$ cat config.mk
export PLATFORM = sky130hd
export DESIGN_NAME = tcw_front
export DESIGN_NICKNAME = d
export VERILOG_FILES = /design/src/tcw_pkg.sv /design/src/tcw_front.sv
export SDC_FILE = /design/constraint.sdc
export NUM_CORES = 1
export LEC_CHECK = 0
export BUFFER_PORTS_ARGS = -buffer_cell sky130_fd_sc_hd__buf_2
export CAP_MARGIN = 30
export CORE_MARGIN = 1
export CORE_UTILIZATION = 29
export DETAILED_ROUTE_END_ITERATION = 8
export GPL_TIMING_DRIVEN = 0
export PLACE_DENSITY = 0.93
export SYNTH_ARGS = -nofsm -noshare
export SYNTH_HDL_FRONTEND = slang
export SYNTH_SLANG_ARGS = --single-unit
$ cat constraint.sdc
create_clock -name vclk -period 2
set_clock_uncertainty 0.05 [all_clocks]
set_input_delay 0.1 -clock vclk [all_inputs]
set_output_delay 0.1 -clock vclk [all_outputs]
set_load 0.1 [all_outputs]
$ cat src/tcw_pkg.sv
// Package for the text console character writer.
// Holds the character codes, the operation classes and the queued operation type.
// No dependencies.
package tcw_pkg;

  localparam logic [7:0] CH_NEWLINE   = 8'h0A;
  localparam logic [7:0] CH_RETURN    = 8'h0D;
  localparam logic [7:0] CH_TAB       = 8'h09;
  localparam logic [7:0] CH_BACKSPACE = 8'h08;
  localparam logic [7:0] CH_SPACE     = 8'h20;
  localparam logic [7:0] TAB_MASK     = 8'hF8;

  localparam logic [2:0] FN_PUT      = 3'd0;
  localparam logic [2:0] FN_PUT_POS  = 3'd1;
  localparam logic [2:0] FN_SET      = 3'd2;
  localparam logic [2:0] FN_MOVE     = 3'd3;
  localparam logic [2:0] FN_CLEAR    = 3'd4;
  localparam logic [2:0] FN_SCROLL   = 3'd5;
  localparam logic [2:0] FN_READ     = 3'd6;

  localparam int unsigned QUEUE_DEPTH = 2;

  typedef enum logic [3:0] {
    K_NOP,
    K_PRINT,
    K_NEWLINE,
    K_RETURN,
    K_TAB,
    K_BACKSPACE,
    K_PUT_POS,
    K_SET,
    K_MOVE,
    K_CLEAR,
    K_SCROLL,
    K_READ
  } op_kind_e;

  typedef struct packed {
    op_kind_e          kind;
    logic [7:0]        ch;
    logic [7:0]        attr;
    logic [7:0]        x;
    logic [7:0]        y;
    logic signed [7:0] dx;
    logic signed [7:0] dy;
  } op_t;

endpackage

$ cat src/tcw_front.sv
// Front part of the text console writer: accepts items and classifies them.
// Depends on tcw_pkg; feeds tcw_queue.
module tcw_front #(
  parameter int COLUMNS = 80,
  parameter int ROWS    = 25
) (
  input  logic              in_valid_i,
  output logic              in_stall_o,
  input  logic [2:0]        func_i,
  input  logic [7:0]        ch_i,
  input  logic [7:0]        attr_i,
  input  logic [7:0]        col_x_i,
  input  logic [7:0]        row_y_i,
  input  logic signed [7:0] delta_x_i,
  input  logic signed [7:0] delta_y_i,
  input  logic              queue_full_i,
  input  logic              init_busy_i,
  output logic              push_o,
  output tcw_pkg::op_t      op_o
);
  import tcw_pkg::*;

  localparam logic [7:0] ColLimit = 8'(COLUMNS);
  localparam logic [7:0] RowLimit = 8'(ROWS);

  logic in_range;

  assign in_range   = (col_x_i < ColLimit) && (row_y_i < RowLimit);
  assign in_stall_o = queue_full_i || init_busy_i;
  assign push_o     = in_valid_i && !in_stall_o;

  always_comb begin
    op_o.ch   = ch_i;
    op_o.attr = attr_i;
    op_o.x    = col_x_i;
    op_o.y    = row_y_i;
    op_o.dx   = delta_x_i;
    op_o.dy   = delta_y_i;
    unique case (func_i)
      FN_PUT: begin
        case (ch_i)
          CH_NEWLINE:   op_o.kind = K_NEWLINE;
          CH_RETURN:    op_o.kind = K_RETURN;
          CH_TAB:       op_o.kind = K_TAB;
          CH_BACKSPACE: op_o.kind = K_BACKSPACE;
          default:      op_o.kind = K_PRINT;
        endcase
      end
      FN_PUT_POS: op_o.kind = in_range ? K_PUT_POS : K_NOP;
      FN_SET:     op_o.kind = in_range ? K_SET : K_NOP;
      FN_MOVE:    op_o.kind = K_MOVE;
      FN_CLEAR:   op_o.kind = K_CLEAR;
      FN_SCROLL:  op_o.kind = K_SCROLL;
      FN_READ:    op_o.kind = in_range ? K_READ : K_NOP;
      default:    op_o.kind = K_NOP;
    endcase
  end

endmodule

Word-level counts from Yosys, hierarchy flattened. Index checks and enable logic that the tools add are counted.

Multiplexer cells: 5. Equality and inequality tests: 10. Reductions and logical operators: 5. $lt $le $gt $ge: 2.

Operator list (number): $eq A8 B4 Y1 const B (4); $pmux W4 S7 (1); $pmux W3 S4 (1); $eq A3 B3 Y1 const B (3); $lt A8 B5 Y1 const B (1); $lt A8 B7 Y1 const B (1); $eq A3 B2 Y1 const B (2); $mux W3 (2); $mux W4 (1); $eq A3 B1 Y1 const B (1); $logic_not A3 Y1 (1); $logic_and A1 B1 Y1 (2); $logic_not A1 Y1 (1); $logic_or A1 B1 Y1 (1).

Output and inout bits: 54. Flip-flop bits (word level): 0. Bits of input ports: 54. Logic and storage cells: 22.

Longest topological paths before layout. Gate-level depths: netlist (run 1).

Depth in word-level cells: 4. Gate-level depth with buffers: 4. Gate-level depth less buffers: 4.

Worst setup path after synthesis (run 1). Ideal clock, no wire load.

Path type: input -> output. Start: input row_y_i[2]. End: output op_o[48] (netlist bit). Stages on the path: 3. Arrival: 2823 ps. Setup slack: -973 ps. Buffers on the path: 0. Data required time: 1850 ps. Cells stage by stage: o311ai_2 > nand3_2 > a211oi_1.

RTL lines: start: declaration (line tcw_front.sv:13) `input logic [7:0] row_y_i,`; end: declaration (line tcw_front.sv:19) `output tcw_pkg::op_t op_o`.

==> results of run 1 <==
## Yosys cell counts (all sizes together)
library cell	instances
a211oi	1
nand2	1
o21ai	2
nor4	3
nand3	1
a21oi	2
o311a	1
or2	2
o31ai	1
nor2	3
xnor2	2
and3b	1
buf	49
o311ai	1
a31oi	2
or3	2
inv	1
nand3b	1
## worst max-delay path by stage
stage,start,cells after the start,end
final,row_y_i[2],6,op_o[51]
after global routing,col_x_i[7],6,op_o[51]
after CTS,col_x_i[7],6,op_o[51]
after detailed placement,col_x_i[7],6,op_o[51]
after global placement,row_y_i[2],6,op_o[51]
after floorplan,row_y_i[2],3,op_o[48]
## area by class of cell
class	count	area (µm²)	area share [%]
plain buffers	49	372	36.4
inverters	1	3.75	0.368
multi-input cells	26	219	21.4
well taps	25	31.3	3.06
repair buffers	79	395	38.7
## where the power goes
group | internal [W] | switching (W) | leakage [nW] | total [W]
combinational | 0.000127 | 0.000485 | 0.608 | 0.000612
clock | 0 | 0 | 0 | 0
sequential | 0 | 0 | 0 | 0
## kinds of logic after synthesis
group | count (synthesis)
AOI/OAI and AO/OA | 10
xor gates and xnor gates | 2
buffers and inverters | 50
and+or+nand+nor | 14
## per-stage QoR
step	total power, W	hold slack (ps)	cell area, µm²
2_1_floorplan	0.000526	322	594
3_3_place_gp	0.000609	534	1020
3_5_place_dp	0.000614	534	1020
4_1_cts	0.000614	534	1020
5_1_grt	0.000630	536	1020
6_report	0.000612	534	1020
## routing by layer
layer / track usage, % / vias up
li1: - / 367
met1: 9.89 / 298
met2: 30.7 / 52
met3: 1.18 / 2
met4: 2.94 / 0
met5: 0 / -
==> flow_metrics.py, run 1 <==
metrics = {
    "drt": {
        "first_pass_iters": 2,
        "first_iter_violations": 4,
        "vias": 719,
        "top_layer": "met4",
        "via_per_inst": 3.99,
        "ant_nets": 0,
        "drt_wl_total_um": 1720,
        "wl_met3_um": 201,
        "wl_met1_um": 481,
        "wl_met2_um": 1020,
        "post_drt_wl_per_cell_um": 9.53,
        "drc": 0,
    },
    "sta": {
        "layout_min_cycle_time_ps": 1760,
        "report.final.setup_viol": 0,
        "fmax_ghz": 0.569,
        "rsz0062_at_grt": "false",
        "layout_setup_ws_ps": 244,
        "hold_viol": 0,
        "fin_crit_sh_pct": 87.8,
        "max_slew.worst_pin.slew_ps": 497,
        "slew_violations": 0,
        "slew_headroom_pct": 67.1,
        "fin_tns_setup_ps": 0,
    },
    "synthesis": {
        "synth_seq_area_share_pct": 0,
        "yosysTopAreaCellShare_pct": 63.6,
        "synth_top_family_by_area": "buffers and inverters",
        "synth_mux_area_share_pct": 0,
        "synthXorXnorAreaFrac_pct": 3.09,
        "yosys_warnings": 0,
        "synth_fa_ha_area_share_pct": 0,
        "yosys.area_share.simple_pct": 17.7,
        "synth_area_leader_cell": "buf_4",
        "syn_area_per_cell_um2": 7.46,
        "synth_cell_types": 21,
        "synth_compound_area_share_pct": 13.0,
        "syn_inst": 76,
        "synth_nets": 130,
        "yosys-top-cells-area": "buf_4, nor4_4, xnor2_1",
        "synth_area_um2": 567,
    },
    "power": {
        "p_per_area_mw_per_mm2": 599,
        "p_leak_nw": 0.608,
        "ir_drop_mv": 0.272,
    },
    "finish": {
        "final_nets": 211,
        "regArea_um2": 0,
        "layout_commonest_cell": "buf_2",
        "antennaDiodeCount": 0,
        "final_cell_mix": "buf_2, buf_4",
        "final_util_pct": 57.3,
        "clock_buffers": 0,
        "num-fill-cells": 174,
        "final_layout_size_suffix_gt1_share_pct": 87.7,
        "nFlopsAndLatches": 0,
        "area_growth_pct": 80.1,
        "stdcell_count": 180,
    },
    "setup_path": {
        "crit_buf_inv": 2,
        "critPathMostFrequentCell": "buf_2",
        "startpoint_type": "input port",
        "cp_max_fo": 4,
        "critPathKind": "in2out",
        "max_stage_delay_ps": 450,
        "critical_path.slowest_cell": "buf_2",
        "worstPathArrival_ps": 1610,
        "cpLargestDelayFamily": "buffers and inverters",
        "endpoint_kind": "output pin",
        "path_cells": "buf_2 > o311ai_2 > nand3_2 > or2_1 > a31oi_2 > buf_2",
        "worstPathRequired_ps": 1850,
    },
    "grt": {
        "gr-total-overflow": 0,
        "grt_max_degree": 10,
        "grt_pass1_wl_um": 2080,
        "antenna_found_initial": 0,
        "grt_use_total_pct": 12.8,
        "grt_pass1_vias": 566,
    },
    "place": {
        "dp_hpwl_um": 1610,
        "gp_congestion": 0.684,
        "dp_cells": 180,
        "io_buffers": 79,
        "preCtsSetupSlack_ps": 223,
    },
    "clocking": {
        "postCtsSetupBuffers": 0,
        "cts_hold_buf": 0,
        "ctsResizeCount": 0,
    },
    "die": {
        "core-area_mm2": 0.00178,
        "die_x_um": 46.2,
        "die_area_mm2": 0.00214,
        "dieHeight_um": 46.2,
        "rows": 15,
        "initial_core_util_pct": 31.8,
        "ioPinCount": 108,
    },
    "run": {
        "drv_cap": 0,
    },
    "hold_path": {
        "holdPathStages": 2,
        "hold_class": "in2out",
        "hold_start": "delta_x_i[3]",
        "hold_path_end": "op_o[11]",
    },
    "status": {
        "outcome": "complete, no violations",
    },
}
(Power assumes the default switching activity.)
==> run 2: changes to the inputs <==
Settings changed: CORE_ASPECT_RATIO set to 1.1.
==> flow_metrics.py, run 2 (synthesized netlist as in run 1, its figures left out) <==
metrics = {
    "status": {
        "outcome": "finished, violations left",
        "violations": "DRC",
    },
    "finish": {
        "num-fill-cells": 171,
        "final_cell_mix": "buf_2, buf_4",
        "regArea_um2": 0,
        "final_layout_size_suffix_gt1_share_pct": 87.7,
        "area_growth_pct": 78.6,
        "clock_buffers": 0,
        "stdcell_count": 173,
        "layout_commonest_cell": "buf_2",
        "antennaDiodeCount": 0,
        "final_nets": 211,
        "nFlopsAndLatches": 0,
    },
    "power": {
        "pwr-share-clk_pct": 0,
        "p_switching_w": 0.000487,
        "ir_drop_mv": 0.308,
        "p_comb_share_pct": 100.0,
        "p_leak_nw": 0.608,
        "intPower_w": 0.000127,
        "pwr-share-seq_pct": 0,
        "p_per_area_mw_per_mm2": 606,
        "sw_frac_of_total_pct": 79.3,
        "finalPower_w": 0.000614,
    },
    "setup_path": {
        "crit_end": "op_o[51]",
        "crit_buf_inv": 2,
        "worstPathRequired_ps": 1850,
        "critical_path.slowest_cell": "buf_2",
        "max_stage_delay_ps": 450,
        "worstPathArrival_ps": 1650,
        "path_depth": 6,
        "path_cells": "buf_2 > o311ai_2 > nand3_2 > or2_1 > a31oi_2 > buf_2",
        "endpoint_kind": "output pin",
        "cpLargestDelayFamily": "buffers and inverters",
        "critPathKind": "in2out",
        "critPathMostFrequentCell": "buf_2",
        "startpoint_type": "input port",
        "cp_max_fo": 4,
        "startpoint": "row_y_i[2]",
    },
    "die": {
        "core-area_mm2": 0.00180,
        "initial_core_util_pct": 31.5,
        "die_area_mm2": 0.00214,
        "rows": 16,
        "ioPinCount": 108,
        "die_x_um": 44.2,
        "dieHeight_um": 48.4,
    },
    "grt": {
        "met3_usage_pct": 2.61,
        "gr-total-overflow": 0,
        "grt_pass1_vias": 658,
        "met2_usage_pct": 35.0,
        "grt.met1_usage_pct": 12.0,
        "grt_pass1_wl_um": 2640,
        "grt_max_degree": 10,
        "antenna_found_initial": 0,
        "grt_use_total_pct": 15.0,
        "grt_busiest_layer": "met2",
    },
    "sta": {
        "fin_crit_sh_pct": 90.0,
        "hold_viol": 0,
        "max_slew.worst_pin.slew_ps": 502,
        "slew_headroom_pct": 66.7,
        "layout_setup_ws_ps": 201,
        "fmax_ghz": 0.556,
        "report.final.setup_viol": 0,
        "slew_violations": 0,
        "rsz0062_at_grt": "false",
        "layout_min_cycle_time_ps": 1800,
    },
    "drt": {
        "ant_nets": 0,
        "post_drt_wl_per_cell_um": 10.4,
        "via_per_inst": 4.40,
        "first_iter_violations": 14,
        "vias": 761,
        "drc": 8,
        "drt_wl_total_um": 1800,
        "first_pass_iters": 8,
    },
    "hold_path": {
        "hold_class": "in2out",
    },
    "clocking": {
        "ctsResizeCount": 0,
        "postCtsSetupBuffers": 0,
        "cts_hold_buf": 0,
    },
    "place": {
        "preCtsSetupSlack_ps": 178,
        "gp_congestion": 0.664,
        "io_buffers": 79,
        "dp_cells": 173,
        "dp_hpwl_um": 1680,
    },
    "run": {
        "drv_cap": 0,
    },
}
-- run 2: cell counts in the layout (fill, tap and decap cells not counted) --
No cell type changed its count.
-- run 2: layer usage --
layer  vias up  share of wire, %
met5         -                 0
met4         0                 0
met1       336                26
li1        368                 -
met2        57                60
met3         0                14
-- run 2: metrics by stage --
| step | utilization (%) | hold slack (ps) | TNS (ps) | cell area, µm² |
|---|---|---|---|---|
| after detailed placement | 56.2 | 535 | 0 | 1010 |
| after CTS | 56.2 | 534 | 0 | 1010 |
| after floorplan | - | 322 | -54.1 | 594 |
| after global routing | 56.2 | 537 | 0 | 1010 |
| after global placement | 56.2 | 534 | 0 | 1010 |
| final | 56.2 | 533 | 0 | 1010 |
-- run 2: worst min path at each step --
stage                 startpoint  slack (ps)  cells past startpoint  endpoint
floorplan              func_i[0]         320                      1  op_o[48]
global placement       attr_i[6]         530                      2  op_o[38]
detailed placement     attr_i[4]         530                      2  op_o[36]
CTS                    attr_i[4]         530                      2  op_o[36]
global route        delta_y_i[2]         540                      2   op_o[2]
finish                 attr_i[4]         530                      2  op_o[36]
-- run 2: power by group through the flow --
stage / registers, W / logic, W / clock network, W
floorplan: 0 / 0.000526 / 0
global placement: 0 / 0.000609 / 0
detailed placement: 0 / 0.000616 / 0
CTS: 0 / 0.000616 / 0
global route: 0 / 0.000630 / 0
finish: 0 / 0.000614 / 0
-- run 2: cell type report --
type	count	area, µm²	share of cell area, %
inverters	1	3.75	0.371
repair buffers	79	395	39.1
multi-input cells	26	219	21.6
well taps	18	22.5	2.22
plain buffers	49	372	36.7
