`config.mk`:
```
export PLATFORM = sky130hd
export DESIGN_NAME = tcw_queue
export DESIGN_NICKNAME = d
export VERILOG_FILES = /design/src/tcw_pkg.sv /design/src/tcw_queue.sv
export SDC_FILE = /design/constraint.sdc
export NUM_CORES = 1
export LEC_CHECK = 0
export BUFFER_PORTS_ARGS = -buffer_cell sky130_fd_sc_hd__buf_2
export CAP_MARGIN = 20
export CORE_MARGIN = 1
export CORE_UTILIZATION = 40
export DETAILED_ROUTE_END_ITERATION = 12
export GPL_ROUTABILITY_DRIVEN = 0
export PLACE_DENSITY = 0.65
export REMOVE_ABC_BUFFERS = 1
export SKIP_CTS_REPAIR_TIMING = 1
export SLEW_MARGIN = 20
export SYNTH_ARGS = -nofsm -noshare
export SYNTH_HDL_FRONTEND = slang
export SYNTH_SLANG_ARGS = --single-unit
```
`constraint.sdc`:
```
create_clock -name clk_i -period 4.5 [get_ports clk_i]
set_input_delay 0.9 -clock clk_i [delete_from_list [all_inputs] [get_ports clk_i]]
set_output_delay 0.9 -clock clk_i [all_outputs]
set_load 0.005 [all_outputs]
```
`src/tcw_pkg.sv`:
```
// Package for the text console character writer.
// Holds the character codes, the operation classes and the queued operation type.
// No dependencies.
package tcw_pkg;

  localparam logic [7:0] CH_NEWLINE   = 8'h0A;
  localparam logic [7:0] CH_RETURN    = 8'h0D;
  localparam logic [7:0] CH_TAB       = 8'h09;
  localparam logic [7:0] CH_BACKSPACE = 8'h08;
  localparam logic [7:0] CH_SPACE     = 8'h20;
  localparam logic [7:0] TAB_MASK     = 8'hF8;

  localparam logic [2:0] FN_PUT      = 3'd0;
  localparam logic [2:0] FN_PUT_POS  = 3'd1;
  localparam logic [2:0] FN_SET      = 3'd2;
  localparam logic [2:0] FN_MOVE     = 3'd3;
  localparam logic [2:0] FN_CLEAR    = 3'd4;
  localparam logic [2:0] FN_SCROLL   = 3'd5;
  localparam logic [2:0] FN_READ     = 3'd6;

  localparam int unsigned QUEUE_DEPTH = 2;

  typedef enum logic [3:0] {
    K_NOP,
    K_PRINT,
    K_NEWLINE,
    K_RETURN,
    K_TAB,
    K_BACKSPACE,
    K_PUT_POS,
    K_SET,
    K_MOVE,
    K_CLEAR,
    K_SCROLL,
    K_READ
  } op_kind_e;

  typedef struct packed {
    op_kind_e          kind;
    logic [7:0]        ch;
    logic [7:0]        attr;
    logic [7:0]        x;
    logic [7:0]        y;
    logic signed [7:0] dx;
    logic signed [7:0] dy;
  } op_t;

endpackage

```
`src/tcw_queue.sv`:
```
// Short operation queue between the front and back parts of the console writer.
// Depends on tcw_pkg.
module tcw_queue (
  input  logic         clk_i,
  input  logic         rst_ni,
  input  logic         push_i,
  input  tcw_pkg::op_t op_i,
  output logic         full_o,
  output logic         valid_o,
  input  logic         pop_i,
  output tcw_pkg::op_t op_o
);
  import tcw_pkg::*;

  localparam int PtrW = (QUEUE_DEPTH > 1) ? $clog2(QUEUE_DEPTH) : 1;
  localparam int CntW = $clog2(QUEUE_DEPTH + 1);

  op_t            entry_q [QUEUE_DEPTH];
  logic [PtrW-1:0] wr_ptr_q, wr_ptr_d, rd_ptr_q, rd_ptr_d;
  logic [CntW-1:0] count_q, count_d;
  logic            do_push, do_pop;

  assign full_o  = (count_q == CntW'(QUEUE_DEPTH));
  assign valid_o = (count_q != '0);
  assign op_o    = entry_q[rd_ptr_q];
  assign do_push = push_i && !full_o;
  assign do_pop  = pop_i && valid_o;

  always_comb begin
    wr_ptr_d = wr_ptr_q;
    rd_ptr_d = rd_ptr_q;
    count_d  = count_q;
    if (do_push) begin
      wr_ptr_d = (wr_ptr_q == PtrW'(QUEUE_DEPTH - 1)) ? '0 : wr_ptr_q + 1'b1;
    end
    if (do_pop) begin
      rd_ptr_d = (rd_ptr_q == PtrW'(QUEUE_DEPTH - 1)) ? '0 : rd_ptr_q + 1'b1;
    end
    if (do_push && !do_pop) begin
      count_d = count_q + 1'b1;
    end else if (do_pop && !do_push) begin
      count_d = count_q - 1'b1;
    end
  end

  always_ff @(posedge clk_i or negedge rst_ni) begin
    if (!rst_ni) begin
      wr_ptr_q <= '0;
      rd_ptr_q <= '0;
      count_q  <= '0;
    end else begin
      wr_ptr_q <= wr_ptr_d;
      rd_ptr_q <= rd_ptr_d;
      count_q  <= count_d;
    end
  end

  always_ff @(posedge clk_i) begin
    if (do_push) begin
      entry_q[wr_ptr_q] <= op_i;
    end
  end

endmodule

```
; Yosys cells after proc, flatten, opt, wreduce, memory -nomap -nowiden
; Memories as Yosys holds them, arrays and structs flattened.
; Cells that the tools add are included.
[totals]
ff_bits = 4
mem_bits_rw = 104
input_bits = 56
out_inout_bits = 54
word_cells = 24
memories = 1
[op_classes]
n_addsub = 4
n_eq_ne = 1
mux = 6
n_reduce_logical = 9
[mem_list]
columns = memory, depth, word_bits, read_ports, rd_ports_with_merged_regs, wr, line_no
row1 = entry_q, 2, 52, 1, 0, 1, tcw_queue.sv:18  ; op_t entry_q [QUEUE_DEPTH];
[ops]
columns = op, count
row1 = $logic_and A1 B1 Y1, 4
row2 = $mux W1, 4
row3 = $mux W2, 2
row4 = $reduce_bool A2 Y1, 2
row5 = $logic_not A1 Y1, 3
row6 = $add A1 B1 Y1 const B, 2
row7 = $add A2 B1 Y2 const B, 1
row8 = $eq A2 B2 Y1 const B, 1
row9 = $sub A2 B1 Y2 const B, 1

; Logic depth before layout (Yosys ltp)
; Gate-level depths: netlist of run 1.
[depth]
depth_word = 7
ltp_mapped = 7
depth_no_buf = 7

; Worst setup path after synthesis of run 1
; Ideal clock, no wire load.
[synth_path]
path_kind = in2reg
from = in push_i
to = mem entry_q[0][0] in the netlist's numbering, enable pin
arrival_time_ps = 3169
slack_ps = 869
path_stages = 2
path_buffers = 0
path_cell_list = nand2_1 > nor2_1
[synth_between]
elab_chain_cells = 3
[synth_lines]
columns = element, line_no
row1 = "start, declared", tcw_queue.sv:6  ; input logic push_i,
row2 = $logic_and A1 B1 Y1, tcw_queue.sv:26  ; assign do_push = push_i && !full_o;
row3 = $mux W1, tcw_queue.sv:59  ; if (do_push) begin
row4 = $mux W1 (implied by the code), tcw_queue.sv:60  ; entry_q[wr_ptr_q] <= op_i;
row5 = "end, declared", tcw_queue.sv:18
; No other way between the ends.

==> results of run 1 <==
flip-flops by register name (all words and copies together) (netlist names):
register,count
entry_q,104
count_q,2
rd_ptr_q,1
wr_ptr_q,1
per-layer routing:
| layer | GRT usage, % | vias to the layer above | share of wire [%] | wire (um) |
|---|---|---|---|---|
| met5 | 0 | - | 0 | 0 |
| met4 | 5.20 | 0 | 1.5 | 93 |
| met3 | 4.01 | 9 | 6.1 | 384 |
| met2 | 20.4 | 73 | 51 | 3250 |
| met1 | 14.2 | 954 | 41 | 2600 |
| li1 | - | 936 | - | - |
per-stage QoR:
step                      cell area, um2  std cells  setup slack (ns)  hold slack (ns)
after floorplan                     4090        175             0.869            0.456
after detailed placement            4840        423              1.96            0.480
after global placement              4840        423              1.96            0.477
final                               5020        439              1.58            0.337
after CTS                           5020        439              1.56            0.322
after global routing                5020        439              1.47            0.318
worst reg2reg max path, cell delays in order, from the launching register on:
cell	delay [ns]
dfrtp_1	0.42
nand2b_1	0.16
and3_2	0.73
buf_4	0.42
layout make-up:
cell class / instances / area share (%)
inverters: 2 / 0.150
multi-input cells: 65 / 17.4
flip-flops and latches: 108 / 64.3
repair buffers: 112 / 11.3
clock buffers: 9 / 2.47
well taps: 136 / 3.39
clock inverters: 7 / 0.973
logic make-up after synthesis:
kind of cell	after synthesis	share of synthesized area [%]
XOR/XNOR	5	1.04
adder cells (fa/ha/maj)	1	0.298
buffers and inverters	8	2.83
flip-flops	108	76.7
multiplexers	52	18.3
AND/OR/NAND/NOR	7	0.863
final timing paths:
kind                                            endpoint  slack (ns)
worst min register to register    count_q[1]$_DFFE_PN0P_        0.49
max in group asynchronous           rd_ptr_q$_DFFE_PN0P_        4.02
worst max-delay path                            op_o[35]        1.58
worst min-delay path              count_q[1]$_DFFE_PN0P_        0.34
worst max register to register  entry_q[1][10]$_DFFE_PP_        2.45
min in group clk_i                count_q[1]$_DFFE_PN0P_        0.49
cells in the final DEF, fill, tap and decap left out:
cell type / instances
nand2_1: 1
inv_1: 2
nor2_4: 1
mux2_4: 49
xor2_1: 2
ha_1: 1
or2_1: 1
nor2_1: 1
dfrtp_4: 1
inv_8: 1
buf_2: 109
clkinv_1: 3
xnor2_1: 3
and3_2: 1
clkbuf_8: 9
nand2_2: 1
edfxtp_1: 104
buf_4: 3
mux2_2: 3
nand2b_1: 1
dfrtp_1: 3
inv_6: 3
where the power goes:
| group | leakage, nW | switching (mW) | internal, mW |
|---|---|---|---|
| sequential | 1.01 | 0.188 | 1.38 |
| combinational | 0.917 | 0.324 | 0.555 |
| clock | 0.0891 | 0.318 | 0.206 |
| total | 2.02 | 0.830 | 2.14 |
==> summary.md, run 1 <==
| Metric | Value |
|---|---|
| Status | completed |
| Critical path class | flop to output pin |
| Synth area leaders | edfxtp_1, mux2_4, buf_12, dfrtp_1, mux2_2 |
| Asr flop ratio synth | about 3.7% |
| Yosys warns | 0 |
| Pwr per Cell Area | 591 mW/mm2 |
| Worst skew pair latency | 0.36 ns |
| Worst R2R Path Depth | 3 |
| Vias in the first global route | 2054 |
| Crit path arrival time | 2.02 ns |
| Reg2reg start | count_q[0]$_DFFE_PN0P_ |
| Post-synthesis cell type with the largest combined area | edfxtp_1 |
| Element type at the critical path end | output pin |
| Clock transition at path regs | 0.09 ns |
| Seq/Total Area, Yosys | 76.7% |
| Count of pins over their slew limit | 0 |
| Post-synthesis register bit count | 108 |
| Vias | 1972 |
| Register area | 0.00323 mm2 |
| Final TNS setup | 0 ns |
| Leakage dissipation | 2.02 nW |
| # diodes | 0 |
| Yosys top cell area share | about three quarters |
| Final period utilization | 64.9% |
| Num Clock Sinks | 108 |
| Rows | 37 |
| Most used DFF post-synth | edfxtp_1 |
| Synth Cell Area | about 0.0042 mm2 |
| Worst hold path type | input pin to async pin |
| 1st-pass router iterations | 4 |
| Final setup viols | 0 |
| Post-synth EDFFs | 104 |
| Commonest cells in the netlist | edfxtp_1, mux2_4, buf_12 |
| Fillcell total | 906 |
| Peak VDD IR | between 0.0002 and 0.0003 V |
| CTS tree | built |
| Clock skew | 0.0131 ns |
| Setup crit start | rd_ptr_q$_DFFE_PN0P_ |
| First-pass GRT wire length | 9.87 mm |
| Initial Utilization | 40.9% |
| Die Span Y | about 100 um |
| Root Driver | clkbuf_8 |
| CTS Buf Count | 9 |
| Tightest Pin Transition | 0.984 ns |
| Detailed Route WL | 6.33 mm |
| Boundary Pins | 110 |
| DR vias/cell | ~4.5 |
| Area of the multi-input gates | 871 um2 |
| Most frequent cell after synthesis | edfxtp_1 |
| Top delay family on crit path | flip-flops |
| Tmin final | 2.92 ns |
| Initial antenna violation count | 0 |
| Die width | 105 um |
| CP max stage delay | 1.08 ns |
| Data required time of the worst path | 3.60 ns |
| Syn avg cell area | 23.2 um2 |
| Core area | 0.0103 mm2 |
| Worst-path cell chain | mux2_2, buf_2 |
| WL/cell | 14.4 um |
| Total gr overflow | 0 |
| Slew margin rel. | 34.4% |
| Final ANT Viol Nets | 0 |
| H-Tree Level Count | 3 |
| DP HPWL | 4.20 mm |
| Die area | 0.0109 mm2 |
| Port bufs | 109 |
| Layout cell share with drive strength beyond 1 | 59.7% |
| Unrepaired setup endpoints after global routing | no |
| Distinct cells, synth | 16 |
| MaxCap Viol Count | 0 |
| F_max | 343 MHz |
| Total Power | between 2 and 3 mW |
| Slowest cell on the critical path | dfrtp_4 |
| Crit start category | flop |
| Post-layout util | 48.8% |
| 1st-iter DRT viols | 70 |
| Levels on crit path | 2 |
| Area growth syn-to-layout | 19.3% |
| Buffers & Inverters on Critical Path | 1 |
| Mapped Cells | around 180 |
| Largest buffer count on any clock path | 2 |
| Nets | between 300 and 400 |
| Critical path fanouts, max | 53 |
| Pin count of the biggest net entering global routing | 54 |
| Final Hold Fails | 0 |
| DRC violations left | 0 |
| GRT Total Usage | around an eighth |
(Power assumes the default switching activity.)
==> run 2: changes to the inputs <==
==> constraint.sdc (replaced) <==
create_clock -name clk_i -period 2.9 [get_ports clk_i]
set_input_delay 0.58 -clock clk_i [delete_from_list [all_inputs] [get_ports clk_i]]
set_output_delay 0.58 -clock clk_i [all_outputs]
set_load 0.005 [all_outputs]
==> summary.md, run 2 (synthesized netlist as in run 1, its figures left out) <==
| Metric | Value |
|---|---|
| Pwr per Cell Area | 926 mW/mm2 |
| Port bufs | about 110 |
| Crit path arrival time | 1.85 ns |
| Post-layout util | 49.4% |
| Detailed Route WL | around 6.6 mm |
| Pin count of the biggest net entering global routing | 36 |
| WL/cell | 14.8 um |
| Unrepaired setup endpoints after global routing | no |
| Worst skew pair latency | ~0.36 ns |
| Final period utilization | 83.9% |
| # diodes | 0 |
| Critical path fanouts, max | 20 |
| R2r setup slk | 1.29 ns |
| Top delay family on crit path | flip-flops |
| Most common cell after layout, fill and taps aside | buf_2 |
| Final Hold Fails | 0 |
| Reg2reg start | count_q[0]$_DFFE_PN0P_ |
| Status | completed |
| Crit start category | flop |
| Largest register FFs | between 100 and 150 |
| Leakage dissipation | 2.04 nW |
| Peak VDD IR | 0.000384 V |
| CTS Buf Count | 9 |
| Clock transition at path regs | 0.10 ns |
| DR vias/cell | around 4.6 |
| First-pass GRT wire length | between 10 and 15 mm |
| CP max stage delay | between 0.6 and 0.7 ns |
| MaxCap Viol Count | 0 |
| Die width | 105 um |
| DP HPWL | ~4.3 mm |
| Final ANT Viol Nets | 0 |
| Vias in the first global route | around 2000 |
| Final TNS setup | 0 ns |
| Area growth syn-to-layout | 20.8% |
| 1st-pass router iterations | 4 |
| Tmin final | between 2 and 2.5 ns |
| Final setup viols | 0 |
| Data required time of the worst path | 2.32 ns |
| Buffers & Inverters on Critical Path | 2 |
| Worst hold path type | input pin to flop |
| Count of pins over their slew limit | 0 |
| Slew margin rel. | 68.6% |
| Critical path class | flop to output pin |
| Clock skew | 0.00725 ns |
| Core area | 0.0103 mm2 |
| Hold_sp | op_i[25] |
| Tightest Pin Transition | roughly 0.47 ns |
| Initial antenna violation count | 0 |
| Total gr overflow | 0 |
| Element type at the critical path end | output pin |
| Nets | around 360 |
| GRT Total Usage | 12.7% |
| CTS tree | built |
| Boundary Pins | 110 |
| Worst-path cell chain | buf_4, mux2_4, buf_2 |
| Biggest registers after layout | entry_q (104), count_q (2) |
| Root Driver | clkbuf_8 |
| Top reg by flops | entry_q |
| Largest buffer count on any clock path | 2 |
| F_max | 411 MHz |
| Slowest cell on the critical path | dfrtp_4 |
| Vias | between 2000 and 2500 |
| DRC violations left | 0 |
| H-Tree Level Count | 3 |
| Layout cell share with drive strength beyond 1 | 60.9% |
| Rows | 37 |
| Initial Utilization | 40.9% |
| Num Clock Sinks | 108 |
| Setup crit start | rd_ptr_q$_DFFE_PN0P_ |
| Die area | between 0.01 and 0.015 mm2 |
| Die Span Y | 105 um |
| Most frequent cells in the layout | buf_2, edfxtp_1, mux2_4 |
| 1st-iter DRT viols | 70 |
run 2: area by class of cell:
| class | instances | area (um2) |
|---|---|---|
| clock buffers | 9 | 124 |
| clock inverters | 7 | 67.6 |
| fillers | 914 | 5200 |
| inverters | 2 | 7.51 |
| multi-input cells | 65 | 871 |
| flip-flops and latches | 108 | 3230 |
| well taps | 136 | 170 |
| repair buffers | 116 | 613 |
run 2: power by group:
group	leakage (nW)	internal (mW)	switching (mW)
registers	1.01	2.14	0.170
logic	0.940	0.881	0.634
clock network	0.0910	0.394	0.485
run 2: per-stage QoR:
stage	setup slack, ns	std cells	power (mW)	hold slack (ns)	cell area [um2]
CTS	0.407	442	4.80	-0.0211	5070
detailed placement	0.828	426	3.90	0.393	4880
global placement	0.859	426	3.88	0.390	4880
finish	0.468	443	4.70	0.400	5080
floorplan	-0.411	175	3.37	0.284	4090
global route	0.361	443	4.96	0.369	5080
run 2: per-layer routing:
layer	track usage, %	routed length [um]
met4	5.82	112
met2	20.3	3190
met5	0	0
met1	15.3	2830
met3	4.45	428
run 2: worst paths after layout:
| path | to | depth (start not counted) |
|---|---|---|
| worst max register to register | entry_q[0][12]$_DFFE_PP_ | 4 |
| worst min-delay path | entry_q[0][25]$_DFFE_PP_ | 1 |
| min in group asynchronous | count_q[0]$_DFFE_PN0P_ | 2 |
| max in group asynchronous | rd_ptr_q$_DFFE_PN0P_ | 2 |
| worst max-delay path | op_o[18] | 3 |
| worst min register to register | count_q[1]$_DFFE_PN0P_ | 1 |
